===== src/rtl/tss_pkg.sv =====
`timescale 1ns / 1ps

package tss_pkg;

   // Temperature samples in 0.1 degree units, limited to +/-100.0 degrees.
   localparam int TEMP_W     = 11;
   localparam int TEMP_LIMIT = 1000;
   // Square of a limited sample: at most 1000000, below 2^20.
   localparam int SMP_SQ_W   = 20;

   localparam int OP_W = 2;
   localparam logic [OP_W-1:0] OP_ADD         = 2'd0;
   localparam logic [OP_W-1:0] OP_RESET_STATS = 2'd1;
   localparam logic [OP_W-1:0] OP_CLEAR_HIST  = 2'd2;

   localparam int COUNT_W  = 32;
   // The mean never exceeds 1000 in magnitude, so 11 quotient bits suffice.
   localparam int MEAN_Q_W = 11;
   // The running sum stays below 1000 * 2^32 in magnitude: 42 bits plus sign.
   localparam int SUM_W    = COUNT_W + MEAN_Q_W;

   localparam int STAB_W     = 14;
   localparam int FILL_OUT_W = 8;

   localparam int REQ_DATA_W = 16;
   localparam int REQ_USER_W = 2;
   localparam int RSP_DATA_W = 56;
   localparam int RSP_USER_W = 3;

   localparam int HISTORY_DEPTH_DEF = 128;
   localparam int WINDOW_LEN_DEF    = 100;
   localparam int MIN_SAMPLES_DEF   = 10;

   function automatic int win_min(int a, int b);
      return (a < b) ? a : b;
   endfunction

   // Width of the window sample count, which runs up to the window length.
   function automatic int cnt_width(int win);
      return $clog2(win + 1);
   endfunction

   // Signed width of the sum of one full window of samples.
   function automatic int wsum_width(int win);
      return $clog2(longint'(win) * TEMP_LIMIT + 1) + 1;
   endfunction

   // Width of the sum of squares of one full window of samples.
   function automatic int wsq_width(int win);
      return $clog2(longint'(win) * TEMP_LIMIT * TEMP_LIMIT + 1);
   endfunction

endpackage


===== src/rtl/tss_stat_math.sv =====
`timescale 1ns / 1ps

module tss_stat_math
   import tss_pkg::*;
#(
   parameter int EFF_WINDOW = win_min(WINDOW_LEN_DEF, HISTORY_DEPTH_DEF),
   localparam int N_W  = cnt_width(EFF_WINDOW),
   localparam int WS_W = wsum_width(EFF_WINDOW),
   localparam int WQ_W = wsq_width(EFF_WINDOW)
)(
   input  logic                     clock,
   input  logic                     reset,
   input  logic                     start_i,
   input  logic signed [SUM_W-1:0]  sum_i,
   input  logic [COUNT_W-1:0]       count_i,
   input  logic signed [WS_W-1:0]   wsum_i,
   input  logic [WQ_W-1:0]          wsq_i,
   input  logic [N_W-1:0]           n_i,
   output logic                     done_o,
   output logic signed [TEMP_W-1:0] mean_o,
   output logic [STAB_W-1:0]        stab_o
);

   localparam int MAG_W    = WS_W - 1;
   localparam int PA_W     = N_W + WQ_W;
   localparam int PB_W     = 2 * MAG_W;
   localparam int D_W      = (PA_W > PB_W) ? PA_W : PB_W;
   localparam int ROOT_W   = (D_W + 8) / 2;
   localparam int SQ_W     = 2 * ROOT_W;
   localparam int MREM_W   = SUM_W - 1;
   localparam int STEP_MAX = (ROOT_W > MEAN_Q_W) ? ROOT_W : MEAN_Q_W;
   localparam int STEP_W   = $clog2(STEP_MAX + 1);

   localparam int PH_W = 3;
   localparam logic [PH_W-1:0] PH_IDLE  = 3'd0;
   localparam logic [PH_W-1:0] PH_MEAN  = 3'd1;
   localparam logic [PH_W-1:0] PH_MUL   = 3'd2;
   localparam logic [PH_W-1:0] PH_SUB   = 3'd3;
   localparam logic [PH_W-1:0] PH_SCALE = 3'd4;
   localparam logic [PH_W-1:0] PH_SQRT  = 3'd5;
   localparam logic [PH_W-1:0] PH_DIV   = 3'd6;

   logic [PH_W-1:0]     phase_ff, phase_in;
   logic [STEP_W-1:0]   step_ff, step_in;
   logic                done_ff, done_in;
   logic [MREM_W-1:0]   mrem_ff, mrem_in;
   logic [MREM_W-1:0]   mdsr_ff, mdsr_in;
   logic [MEAN_Q_W-1:0] mq_ff, mq_in;
   logic                mneg_ff, mneg_in;
   logic [MAG_W-1:0]    s1mag_ff, s1mag_in;
   logic [WQ_W-1:0]     wsq_ff, wsq_in;
   logic [N_W-1:0]      n_ff, n_in;
   logic [D_W-1:0]      pa_ff, pa_in;
   logic [D_W-1:0]      pb_ff, pb_in;
   logic [D_W-1:0]      d_ff, d_in;
   logic [SQ_W-1:0]     x_ff, x_in;
   logic [SQ_W-1:0]     r_ff, r_in;
   logic [SQ_W-1:0]     b_ff, b_in;
   logic [N_W-1:0]      drem_ff, drem_in;

   logic [SUM_W-1:0]    sum_abs;
   logic [WS_W-1:0]     wsum_abs;
   logic [SQ_W-1:0]     trial;
   logic [N_W:0]        rem_sh;
   logic [SQ_W-1:0]     d_ext;
   logic [MEAN_Q_W:0]   mq_ext;
   logic [MEAN_Q_W:0]   mq_neg;

   assign sum_abs  = sum_i[SUM_W-1] ? -sum_i : sum_i;
   assign wsum_abs = wsum_i[WS_W-1] ? -wsum_i : wsum_i;
   assign trial    = r_ff + b_ff;
   assign rem_sh   = {drem_ff, r_ff[ROOT_W-1]};
   assign d_ext    = SQ_W'(d_ff);

   always_comb begin
      phase_in = phase_ff;
      step_in  = step_ff;
      done_in  = done_ff;
      mrem_in  = mrem_ff;
      mdsr_in  = mdsr_ff;
      mq_in    = mq_ff;
      mneg_in  = mneg_ff;
      s1mag_in = s1mag_ff;
      wsq_in   = wsq_ff;
      n_in     = n_ff;
      pa_in    = pa_ff;
      pb_in    = pb_ff;
      d_in     = d_ff;
      x_in     = x_ff;
      r_in     = r_ff;
      b_in     = b_ff;
      drem_in  = drem_ff;
      unique case (phase_ff)
         PH_IDLE: begin
            if (start_i) begin
               mrem_in  = sum_abs[MREM_W-1:0];
               mdsr_in  = {count_i, {(MEAN_Q_W-1){1'b0}}};
               mneg_in  = sum_i[SUM_W-1];
               mq_in    = '0;
               s1mag_in = wsum_abs[MAG_W-1:0];
               wsq_in   = wsq_i;
               n_in     = n_i;
               done_in  = 1'b0;
               step_in  = '0;
               phase_in = PH_MEAN;
            end
         end
         PH_MEAN: begin
            // One quotient bit per cycle, divisor pre-shifted to the top bit.
            if (mrem_ff >= mdsr_ff) begin
               mrem_in = mrem_ff - mdsr_ff;
               mq_in   = {mq_ff[MEAN_Q_W-2:0], 1'b1};
            end else begin
               mq_in   = {mq_ff[MEAN_Q_W-2:0], 1'b0};
            end
            mdsr_in = mdsr_ff >> 1;
            step_in = step_ff + 1'b1;
            if (step_ff == STEP_W'(MEAN_Q_W - 1)) begin
               step_in  = '0;
               phase_in = PH_MUL;
            end
         end
         PH_MUL: begin
            pa_in    = D_W'(n_ff) * D_W'(wsq_ff);
            pb_in    = D_W'(s1mag_ff) * D_W'(s1mag_ff);
            phase_in = PH_SUB;
         end
         PH_SUB: begin
            d_in     = (pa_ff > pb_ff) ? pa_ff - pb_ff : '0;
            phase_in = PH_SCALE;
         end
         PH_SCALE: begin
            x_in     = (d_ext << 6) + (d_ext << 5) + (d_ext << 2);
            r_in     = '0;
            b_in     = SQ_W'(1) << (SQ_W - 2);
            drem_in  = '0;
            step_in  = '0;
            phase_in = PH_SQRT;
         end
         PH_SQRT: begin
            if (x_ff >= trial) begin
               x_in = x_ff - trial;
               r_in = (r_ff >> 1) + b_ff;
            end else begin
               r_in = r_ff >> 1;
            end
            b_in    = b_ff >> 2;
            step_in = step_ff + 1'b1;
            if (step_ff == STEP_W'(ROOT_W - 1)) begin
               step_in  = '0;
               phase_in = PH_DIV;
            end
         end
         PH_DIV: begin
            // The root shifts out at the top while the quotient fills in below.
            if (rem_sh >= {1'b0, n_ff}) begin
               drem_in = N_W'(rem_sh - {1'b0, n_ff});
               r_in    = SQ_W'({r_ff[ROOT_W-2:0], 1'b1});
            end else begin
               drem_in = rem_sh[N_W-1:0];
               r_in    = SQ_W'({r_ff[ROOT_W-2:0], 1'b0});
            end
            step_in = step_ff + 1'b1;
            if (step_ff == STEP_W'(ROOT_W - 1)) begin
               step_in  = '0;
               done_in  = 1'b1;
               phase_in = PH_IDLE;
            end
         end
         default: phase_in = PH_IDLE;
      endcase
   end

   always_ff @(posedge clock) begin
      if (reset) begin
         phase_ff <= PH_IDLE;
         step_ff  <= '0;
         done_ff  <= 1'b0;
      end else begin
         phase_ff <= phase_in;
         step_ff  <= step_in;
         done_ff  <= done_in;
      end
   end

   always_ff @(posedge clock) begin
      mrem_ff  <= mrem_in;
      mdsr_ff  <= mdsr_in;
      mq_ff    <= mq_in;
      mneg_ff  <= mneg_in;
      s1mag_ff <= s1mag_in;
      wsq_ff   <= wsq_in;
      n_ff     <= n_in;
      pa_ff    <= pa_in;
      pb_ff    <= pb_in;
      d_ff     <= d_in;
      x_ff     <= x_in;
      r_ff     <= r_in;
      b_ff     <= b_in;
      drem_ff  <= drem_in;
   end

   assign mq_ext = {1'b0, mq_ff};
   assign mq_neg = -mq_ext;
   assign done_o = done_ff;
   assign mean_o = TEMP_W'(mneg_ff ? mq_neg : mq_ext);
   assign stab_o = STAB_W'(r_ff[ROOT_W-1:0]);

endmodule


===== src/rtl/temperature_stats_and_stability.sv =====
`timescale 1ns / 1ps

// Temperature statistics and stability. Each request transaction carries an
// operation in req_tuser (add a sample, reset the statistics, clear the
// history) and a sample in 0.1 degree units in req_tdata; samples beyond
// +/-100.0 degrees are limited to that bound. Each request yields exactly one
// response transaction describing the state after the operation: running
// minimum, maximum and truncated mean since the last statistics reset, the
// history fill level, and the standard deviation over the newest samples of
// the history window in 0.01 degree units, computed as
// floor(isqrt(100*(N*S2 - S1^2)) / N). The block handles one transaction at a
// time; each runs a serial divide for the mean, then a serial square root and
// a serial divide by N, one bit per cycle each. The history lives in a
// single-port synchronous memory: the sample leaving the window is read in
// the acceptance cycle and the new sample is written in the cycle after. No
// clearing pass is needed after reset; unwritten history entries are never
// used. A finished response waits in an output register, so a new request
// may be accepted while it is still pending.
module temperature_stats_and_stability
   import tss_pkg::*;
#(
   parameter int HISTORY_DEPTH = HISTORY_DEPTH_DEF,
   parameter int WINDOW_LEN    = WINDOW_LEN_DEF,
   parameter int MIN_SAMPLES   = MIN_SAMPLES_DEF
)(
   input  logic                  clock,
   input  logic                  reset,
   input  logic                  req_tvalid,
   output logic                  req_tready,
   input  logic [REQ_DATA_W-1:0] req_tdata,  // [10:0] sample
   input  logic [REQ_USER_W-1:0] req_tuser,  // [1:0] operation
   output logic                  rsp_tvalid,
   input  logic                  rsp_tready,
   // [10:0] min_temp, [21:11] max_temp, [32:22] mean_temp,
   // [46:33] stability, [54:47] history_fill, [55] zero
   output logic [RSP_DATA_W-1:0] rsp_tdata,
   // [0] stats_empty, [1] stability_valid, [2] count_saturated
   output logic [RSP_USER_W-1:0] rsp_tuser
);

   localparam int EFF_WINDOW = win_min(WINDOW_LEN, HISTORY_DEPTH);
   localparam int HEAD_W     = $clog2(HISTORY_DEPTH);
   localparam int FILL_W     = $clog2(HISTORY_DEPTH + 1);
   localparam int N_W        = cnt_width(EFF_WINDOW);
   localparam int WS_W       = wsum_width(EFF_WINDOW);
   localparam int WQ_W       = wsq_width(EFF_WINDOW);

   localparam logic signed [TEMP_W-1:0] TEMP_MAX = TEMP_W'(TEMP_LIMIT);
   localparam logic signed [TEMP_W-1:0] TEMP_MIN = TEMP_W'(-TEMP_LIMIT);
   localparam logic [COUNT_W-1:0]       COUNT_MAX = '1;

   // Control sequence: take a transaction, apply it to the state, start the
   // arithmetic unit, then wait for it and for room in the output register.
   localparam int ST_W = 2;
   localparam logic [ST_W-1:0] ST_IDLE   = 2'd0;
   localparam logic [ST_W-1:0] ST_UPDATE = 2'd1;
   localparam logic [ST_W-1:0] ST_CALC   = 2'd2;
   localparam logic [ST_W-1:0] ST_WAIT   = 2'd3;

   logic [ST_W-1:0]            state_ff, state_in;
   logic [OP_W-1:0]            op_ff, op_in;
   logic signed [TEMP_W-1:0]   smp_ff, smp_in;
   logic [SMP_SQ_W-1:0]        sq_new_ff, sq_new_in;
   logic signed [TEMP_W-1:0]   min_ff, min_in;
   logic signed [TEMP_W-1:0]   max_ff, max_in;
   logic signed [SUM_W-1:0]    sum_ff, sum_in;
   logic [COUNT_W-1:0]         count_ff, count_in;
   logic [HEAD_W-1:0]          head_ff, head_in;
   logic [FILL_W-1:0]          fill_ff, fill_in;
   logic signed [WS_W-1:0]     wsum_ff, wsum_in;
   logic [WQ_W-1:0]            wsq_ff, wsq_in;
   logic                       rsp_tvalid_ff, rsp_tvalid_in;
   logic [RSP_DATA_W-1:0]      rsp_tdata_ff, rsp_tdata_in;
   logic [RSP_USER_W-1:0]      rsp_tuser_ff, rsp_tuser_in;

   // History ring, one sample per entry.
   logic [TEMP_W-1:0]          hist_mem [HISTORY_DEPTH];
   logic signed [TEMP_W-1:0]   rd_data_ff;
   logic                       mem_we;

   logic                       req_accept;
   logic signed [TEMP_W-1:0]   req_sample;
   logic signed [TEMP_W-1:0]   smp_clamped;
   logic signed [2*TEMP_W-1:0] smp_prod;
   logic signed [2*TEMP_W-1:0] old_prod;
   logic [HEAD_W:0]            head_ext;
   logic [HEAD_W-1:0]          old_idx;
   logic                       evict;
   logic signed [WS_W-1:0]     smp_ext;
   logic signed [WS_W-1:0]     old_ext;
   logic [N_W-1:0]             win_n;
   logic                       math_start;
   logic                       math_done;
   logic signed [TEMP_W-1:0]   math_mean;
   logic [STAB_W-1:0]          math_stab;
   logic                       rsp_free;
   logic                       rsp_load;
   logic                       stats_empty;
   logic                       stab_valid;
   logic [STAB_W-1:0]          stab_out;
   logic signed [TEMP_W-1:0]   mean_out;

   assign req_tready = (state_ff == ST_IDLE);
   assign req_accept = req_tvalid && req_tready;
   assign req_sample = req_tdata[TEMP_W-1:0];

   always_comb begin
      if (req_sample > TEMP_MAX) begin
         smp_clamped = TEMP_MAX;
      end else if (req_sample < TEMP_MIN) begin
         smp_clamped = TEMP_MIN;
      end else begin
         smp_clamped = req_sample;
      end
   end

   assign smp_prod = smp_clamped * smp_clamped;
   assign old_prod = rd_data_ff * rd_data_ff;

   // Entry that drops out of the window when the new sample goes in.
   assign head_ext = {1'b0, head_ff};
   always_comb begin
      if (head_ext >= (HEAD_W + 1)'(EFF_WINDOW)) begin
         old_idx = HEAD_W'(head_ext - (HEAD_W + 1)'(EFF_WINDOW));
      end else begin
         old_idx = HEAD_W'(head_ext + (HEAD_W + 1)'(HISTORY_DEPTH - EFF_WINDOW));
      end
   end

   assign evict   = (fill_ff >= FILL_W'(EFF_WINDOW));
   assign smp_ext = {{(WS_W-TEMP_W){smp_ff[TEMP_W-1]}}, smp_ff};
   assign old_ext = {{(WS_W-TEMP_W){rd_data_ff[TEMP_W-1]}}, rd_data_ff};
   assign win_n   = evict ? N_W'(EFF_WINDOW) : N_W'(fill_ff);

   always_comb begin
      state_in  = state_ff;
      op_in     = op_ff;
      smp_in    = smp_ff;
      sq_new_in = sq_new_ff;
      min_in    = min_ff;
      max_in    = max_ff;
      sum_in    = sum_ff;
      count_in  = count_ff;
      head_in   = head_ff;
      fill_in   = fill_ff;
      wsum_in   = wsum_ff;
      wsq_in    = wsq_ff;
      mem_we    = 1'b0;
      unique case (state_ff)
         ST_IDLE: begin
            if (req_accept) begin
               op_in     = req_tuser[OP_W-1:0];
               smp_in    = smp_clamped;
               sq_new_in = smp_prod[SMP_SQ_W-1:0];
               state_in  = ST_UPDATE;
            end
         end
         ST_UPDATE: begin
            unique case (op_ff)
               OP_ADD: begin
                  mem_we = 1'b1;
                  if (evict) begin
                     wsum_in = wsum_ff - old_ext + smp_ext;
                     wsq_in  = wsq_ff - WQ_W'(old_prod[SMP_SQ_W-1:0]) + WQ_W'(sq_new_ff);
                  end else begin
                     wsum_in = wsum_ff + smp_ext;
                     wsq_in  = wsq_ff + WQ_W'(sq_new_ff);
                  end
                  head_in = (head_ff == HEAD_W'(HISTORY_DEPTH - 1)) ? '0 : head_ff + 1'b1;
                  if (fill_ff != FILL_W'(HISTORY_DEPTH)) begin
                     fill_in = fill_ff + 1'b1;
                  end
                  if (smp_ff < min_ff) begin
                     min_in = smp_ff;
                  end
                  if (smp_ff > max_ff) begin
                     max_in = smp_ff;
                  end
                  // Once the count saturates the sum is frozen with it.
                  if (count_ff != COUNT_MAX) begin
                     sum_in   = sum_ff + SUM_W'(smp_ff);
                     count_in = count_ff + 1'b1;
                  end
               end
               OP_RESET_STATS: begin
                  min_in   = TEMP_MAX;
                  max_in   = TEMP_MIN;
                  sum_in   = '0;
                  count_in = '0;
               end
               OP_CLEAR_HIST: begin
                  head_in = '0;
                  fill_in = '0;
                  wsum_in = '0;
                  wsq_in  = '0;
               end
               default: ;
            endcase
            state_in = ST_CALC;
         end
         ST_CALC: state_in = ST_WAIT;
         ST_WAIT: begin
            if (rsp_load) begin
               state_in = ST_IDLE;
            end
         end
         default: state_in = ST_IDLE;
      endcase
   end

   always_ff @(posedge clock) begin
      if (reset) begin
         state_ff <= ST_IDLE;
         min_ff   <= TEMP_MAX;
         max_ff   <= TEMP_MIN;
         sum_ff   <= '0;
         count_ff <= '0;
         head_ff  <= '0;
         fill_ff  <= '0;
         wsum_ff  <= '0;
         wsq_ff   <= '0;
      end else begin
         state_ff <= state_in;
         min_ff   <= min_in;
         max_ff   <= max_in;
         sum_ff   <= sum_in;
         count_ff <= count_in;
         head_ff  <= head_in;
         fill_ff  <= fill_in;
         wsum_ff  <= wsum_in;
         wsq_ff   <= wsq_in;
      end
   end

   always_ff @(posedge clock) begin
      op_ff     <= op_in;
      smp_ff    <= smp_in;
      sq_new_ff <= sq_new_in;
   end

   // The read of the leaving sample happens at acceptance, while the head
   // still points at the slot the new sample will take.
   always_ff @(posedge clock) begin
      if (mem_we) begin
         hist_mem[head_ff] <= smp_ff;
      end
      if (req_accept) begin
         rd_data_ff <= hist_mem[old_idx];
      end
   end

   assign math_start = (state_ff == ST_CALC);

   tss_stat_math #(
      .EFF_WINDOW (EFF_WINDOW)
   ) u_math (
      .clock   (clock),
      .reset   (reset),
      .start_i (math_start),
      .sum_i   (sum_ff),
      .count_i (count_ff),
      .wsum_i  (wsum_ff),
      .wsq_i   (wsq_ff),
      .n_i     (win_n),
      .done_o  (math_done),
      .mean_o  (math_mean),
      .stab_o  (math_stab)
   );

   assign stats_empty = (count_ff == '0);
   assign stab_valid  = (fill_ff >= FILL_W'(MIN_SAMPLES));
   assign stab_out    = stab_valid ? math_stab : '0;
   assign mean_out    = stats_empty ? '0 : math_mean;

   assign rsp_free = !rsp_tvalid_ff || rsp_tready;
   assign rsp_load = (state_ff == ST_WAIT) && math_done && rsp_free;

   always_comb begin
      rsp_tdata_in = rsp_tdata_ff;
      rsp_tuser_in = rsp_tuser_ff;
      if (rsp_load) begin
         rsp_tdata_in = {1'b0, FILL_OUT_W'(fill_ff), stab_out, mean_out, max_ff, min_ff};
         rsp_tuser_in = {(count_ff == COUNT_MAX), stab_valid, stats_empty};
      end
      if (rsp_load) begin
         rsp_tvalid_in = 1'b1;
      end else if (rsp_tready) begin
         rsp_tvalid_in = 1'b0;
      end else begin
         rsp_tvalid_in = rsp_tvalid_ff;
      end
   end

   always_ff @(posedge clock) begin
      if (reset) begin
         rsp_tvalid_ff <= 1'b0;
      end else begin
         rsp_tvalid_ff <= rsp_tvalid_in;
      end
   end

   always_ff @(posedge clock) begin
      rsp_tdata_ff <= rsp_tdata_in;
      rsp_tuser_ff <= rsp_tuser_in;
   end

   assign rsp_tvalid = rsp_tvalid_ff;
   assign rsp_tdata  = rsp_tdata_ff;
   assign rsp_tuser  = rsp_tuser_ff;

`ifndef ASSERT_OFF
   // Until the ring wraps, the write pointer equals the number of samples held.
   a_head_tracks_fill: assert property (@(posedge clock) disable iff (reset)
      (fill_ff < FILL_W'(HISTORY_DEPTH)) |-> (FILL_W'(head_ff) == fill_ff))
      else $error("history head and fill level disagree");

   // An empty history must leave no residue in the window sums.
   a_empty_window: assert property (@(posedge clock) disable iff (reset)
      (fill_ff == '0) |-> (wsum_ff == '0 && wsq_ff == '0))
      else $error("window sums not zero with empty history");

   // With no counted sample the statistics are at their reset values.
   a_empty_stats: assert property (@(posedge clock) disable iff (reset)
      (count_ff == '0) |-> (sum_ff == '0 && min_ff == TEMP_MAX && max_ff == TEMP_MIN))
      else $error("statistics not at reset values with zero count");

   // Every counted sample lies between the tracked extremes, so min <= max.
   a_min_le_max: assert property (@(posedge clock) disable iff (reset)
      (count_ff != '0) |-> (min_ff <= max_ff))
      else $error("minimum above maximum");

   // Adding a sample to a history that is not full grows it by exactly one.
   a_fill_grows: assert property (@(posedge clock) disable iff (reset)
      (state_ff == ST_UPDATE && op_ff == OP_ADD && fill_ff != FILL_W'(HISTORY_DEPTH))
      |=> (fill_ff == $past(fill_ff) + 1'b1))
      else $error("history fill did not advance on a sample");
`endif

endmodule

===== config.mk =====
export PLATFORM = sky130hd
export DESIGN_NAME = temperature_stats_and_stability
export DESIGN_NICKNAME = d
export VERILOG_FILES = /design/src/rtl/tss_pkg.sv /design/src/rtl/tss_stat_math.sv /design/src/rtl/temperature_stats_and_stability.sv
export SDC_FILE = /design/constraint.sdc
export NUM_CORES = 2
export LEC_CHECK = 0
export BUFFER_PORTS_ARGS = -buffer_cell sky130_fd_sc_hd__buf_2
export CAP_MARGIN = 10
export CORE_MARGIN = 2
export CORE_UTILIZATION = 60
export CTS_CLUSTER_DIAMETER = 200
export DETAILED_ROUTE_END_ITERATION = 7
export GPL_TIMING_DRIVEN = 0
export PLACE_DENSITY = 0.85
export REMOVE_ABC_BUFFERS = 1
export SYNTH_ARGS = -nofsm -noshare
export SYNTH_HDL_FRONTEND = slang
export SYNTH_SLANG_ARGS = --single-unit

===== constraint.sdc =====
create_clock -name clock -period 9.9 [get_ports clock]
set_input_delay 0.99 -clock clock [delete_from_list [all_inputs] [get_ports clock]]
set_output_delay 0.99 -clock clock [all_outputs]
set_load 0.01 [all_outputs]

==> out/results.md <==
| Result | Reported | Unit |
|---|---|---|
| Outcome | finished, violations left | - |
| Violations in the final reports | DRC, capacitance limit, slew limit | - |
| Maximum clock path buffer count | 3 | - |
| Count of buffers inserted at the top-level ports | 76 | - |
| Count of final setup violators | 0 | - |
| Netlist cell types | 88 | - |
| Area share of the largest cell type after synthesis | 47.38 | % |
| Insertion delay of the later-clocked pin in the worst-skew pair | 0.93 | ns |
| Pin count of the biggest net entering global routing | 84 | - |
| Period minus WS final | 8.844 | ns |
| Ratio of cells with drive above 1 in the final layout | 7.199 | % |
| Total core area | 0.1968 | mm2 |
| Area growth from synthesis to layout | 11.04 | % |
| Count of flip-flops with a built-in enable after synthesis | 1,868 | - |
| WS Path Type | flop to flop | - |
| Slew of the pin with the lowest slew margin | 1.740 | ns |
| Total of hold buffers inserted after clock tree synthesis | 0 | - |
| Max-Slew Margin vs Limit | -17.47 | % |
| Clock-pin slew reported for the worst setup and hold paths after clock tree synthesis | 0.07 | ns |
| CTS tree | done | - |
| Worst setup slack after layout | 1.056 | ns |
| Hold Vio Cnt, Final | 0 | - |
| Max-cap check violation count | 5 | - |
| Antenna-violating nets left | 0 | - |
| Most frequent cell on the critical path | fa_1 | - |
| Synth Warn # | 0 | - |
| HPWL Detailed | 225.5 | mm |
| Number of remaining DRC errors | 119 | - |
| Number of nets at the end of the flow | 11.74k | - |
| Post-synthesis sequential element count | 2,037 | - |
| Vias in the first global route | 89.95k | - |
| Worst-path cell with the longest stage delay | edfxtp_1 | - |
| Crit path max-delay family | adder cells | - |
| Die X-Extent | 448.2 | um |
| Effective utilization at floorplan | 60.16 | % |
| List of most frequent post-synthesis cells | edfxtp_1 (1,868), inv_1 (934), nand2_1 (875) | - |
| Required time of the worst setup path | 10.57 | ns |
| Area post-placement | 0.1248 | mm2 |
| Endpoint kind of the worst setup timing path | flop | - |
| Category of the worst setup path launch point | flop | - |
| Worst slack, placed | 1.201 | ns |
| RSZ-0062 raised after global routing | no | - |
| Slowest cell delay on critical path | 0.93 | ns |
| Vias per cell | 6.740 | - |
| Sum of buffers and inverters on the critical path | 3 | - |
| Area of the die | 0.2009 | mm2 |
| Worst-case register-to-register setup slack | 1.06 | ns |
| Final Util | 66.80 | % |
| Die height | 448.2 | um |
| Global-route wire length before repair | 520.8 | mm |
| Number of gates resized after CTS | 0 | - |
| Total global routing overflow | 0 | - |
| Clock net sink count | 2,037 | - |
| TritonCTS buffer count | 193 | - |
| Worst-path fanout max | 14 | - |
| Dominant cells by area after synthesis | edfxtp_1 (47%), fa_1 (9.3%), ha_1 (6.8%) | - |
| Antenna violations before repair | 24 | - |
| Worst path arrival time | 9.52 | ns |
| Most repeated cell in the gate-level netlist after synthesis | edfxtp_1 | - |
| Final period util | 89.33 | % |
| I/O Pins | 83 | - |
| Root cell of the clock tree | clkbuf_16 | - |
| Largest area contributor in the netlist | edfxtp_1 | - |
| Post-Synthesis Mean Instance Area | 11.36 | um2 |
| Total length of routed wires | 354.7 | mm |
| Synthesized area | 0.1184 | mm2 |
| Synthesized instance count | 10.42k | - |
| Detailed-route wire length per cell | 26.57 | um |
| Count of H-tree levels built during CTS | 4 | - |
| Gp weighted congestion | 0.9591 | - |
| Fin Clk Skew | 0.1018 | ns |
| Worst Hold Class | input pin to flop | - |
| Initial drt markers | 13.46k | - |
| GRT Overall Usage | 33.85 | % |
| Part of the Yosys area used for sequential elements | 50.24 | % |
| Highest clock frequency the design can meet | 113.1 | MHz |
| Finished layout cell area | 0.1315 | mm2 |
| First-pass iteration count of the detailed router | 8 | - |
| Fraction of synthesis flops using an asynchronous set or reset pin | 0 | % |
| Main flop type after synthesis | edfxtp_1 | - |
| Pins over their slew limit | 32 | - |
| Number of placement rows | 163 | - |
| Vias after detailed routing | 89.97k | - |
| Buffer count from post-CTS setup fixing | 0 | - |
==> flip-flops by register name, indices dropped and copies added, names as in the netlist, 34 cells and up <==
| signal | cells |
|---|---|
| hist_mem | 1408 |
| rsp_tdata | 55 |
| sum_ff | 43 |
| u_math.d_ff | 34 |
| u_math.mdsr_ff | 42 |
| u_math.mrem_ff | 42 |
| u_math.pa_ff | 34 |
| u_math.r_ff | 42 |
| u_math.x_ff | 42 |
==> cell type report <==
| cell class | count | area, um2 |
|---|---|---|
| inverter | 936 | 3520 |
| clock inverter | 123 | 1232 |
| clock buffer | 237 | 5056 |
| multi-input combinational | 7038 | 54130 |
| tap | 2640 | 3303 |
| sequential | 2037 | 59490 |
| fill | 12895 | 65350 |
| timing repair buffer | 325 | 4692 |
| antenna | 13 | 32.53 |
==> worst paths after layout <==
kind                  startpoint            end  cells past startpoint
setup / recovery  rd_data_ff[10]     wsq_ff[25]                     27
hold / removal      req_tuser[1]       op_ff[1]                      1
setup reg to reg  rd_data_ff[10]     wsq_ff[25]                     27
hold reg to reg       max_ff[10]  rsp_tdata[21]                      0
==> per-stage QoR <==
stage | hold WS [ns] | std cells | setup TNS (ns)
2_1_floorplan | 0.4082 | 10011 | -5564.48
3_3_place_gp | 0.4154 | 12727 | -
3_5_place_dp | 0.4219 | 12944 | 0
4_1_cts | 0.3069 | 13304 | 0
5_1_grt | 0.3126 | 13339 | 0
6_report | 0.3328 | 13349 | 0
==> placed cells by master, fill, tap and decap left out, drive strengths merged, types with 25 or more instances in the layout <==
cell type	synthesis	routed
edfxtp	1868	1868
a221oi	123	123
a31oi	81	81
a21o	188	188
nand2	876	876
o31ai	44	44
dfxtp	169	169
o21bai	61	61
xor2	224	224
xnor2	330	330
a22oi	244	244
clkinv	2	103
fa	548	548
nor3	118	118
clkbuf	340	240
nor2	808	808
mux2	28	28
and3	96	96
buf	72	322
a21oi	694	694
inv	934	938
nand4	81	81
and2	165	165
o21a	56	56
o21ai	553	553
a22o	30	30
o211ai	36	36
nand2b	76	76
or3	50	50
a211oi	55	55
nand3	241	241
nor2b	83	83
mux2i	157	157
ha	643	643
nor4	25	25
==> worst register-to-register path: stages (launching register included) <==
cell      delay [ns]
edfxtp_1        0.93
inv_1           0.57
nor2_1          0.29
fa_1            0.44
fa_1            0.53
fa_1            0.53
fa_1            0.56
inv_1           0.06
fa_1            0.53
inv_1           0.04
ha_1            0.34
and3_1          0.20
a21oi_1         0.10
o21ai_0         0.13
o41ai_1         0.55
o21bai_1        0.12
a21oi_1         0.20
xor2_1          0.19
fa_1            0.44
ha_1            0.37
a21o_1          0.18
a21oi_1         0.20
o21ai_0         0.15
nor4_1          0.25
o21bai_1        0.17
o31ai_1         0.26
xor2_1          0.18
o221ai_1        0.13
==> per-layer routing <==
layer	vias to the layer above	global-route usage, %	share of wire [%]	wire [um]
met3	2235	8.820	12	43460
met4	18	24.06	9.1	32300
met1	42789	39.45	32	115100
met2	7243	54.62	46	163600
met5	-	0.07215	0.080	283
li1	37688	-	-	-
==> kinds of logic after synthesis <==
family | count (synthesis) | share of synthesized area [%]
and+or+nand+nor | 2706 | 10.48
xor gates and xnor gates | 554 | 4.098
muxes | 208 | 2.031
AOI/OAI and AO/OA | 2378 | 12.80
other | 1 | 0.003168
buffers and inverters | 1348 | 4.286
DFF | 2037 | 50.24
adders and majority gates | 1191 | 16.06
Power is left out: the tool's default activity adds up to more than one toggle a clock period on the data nets, which glitch-free logic cannot reach.
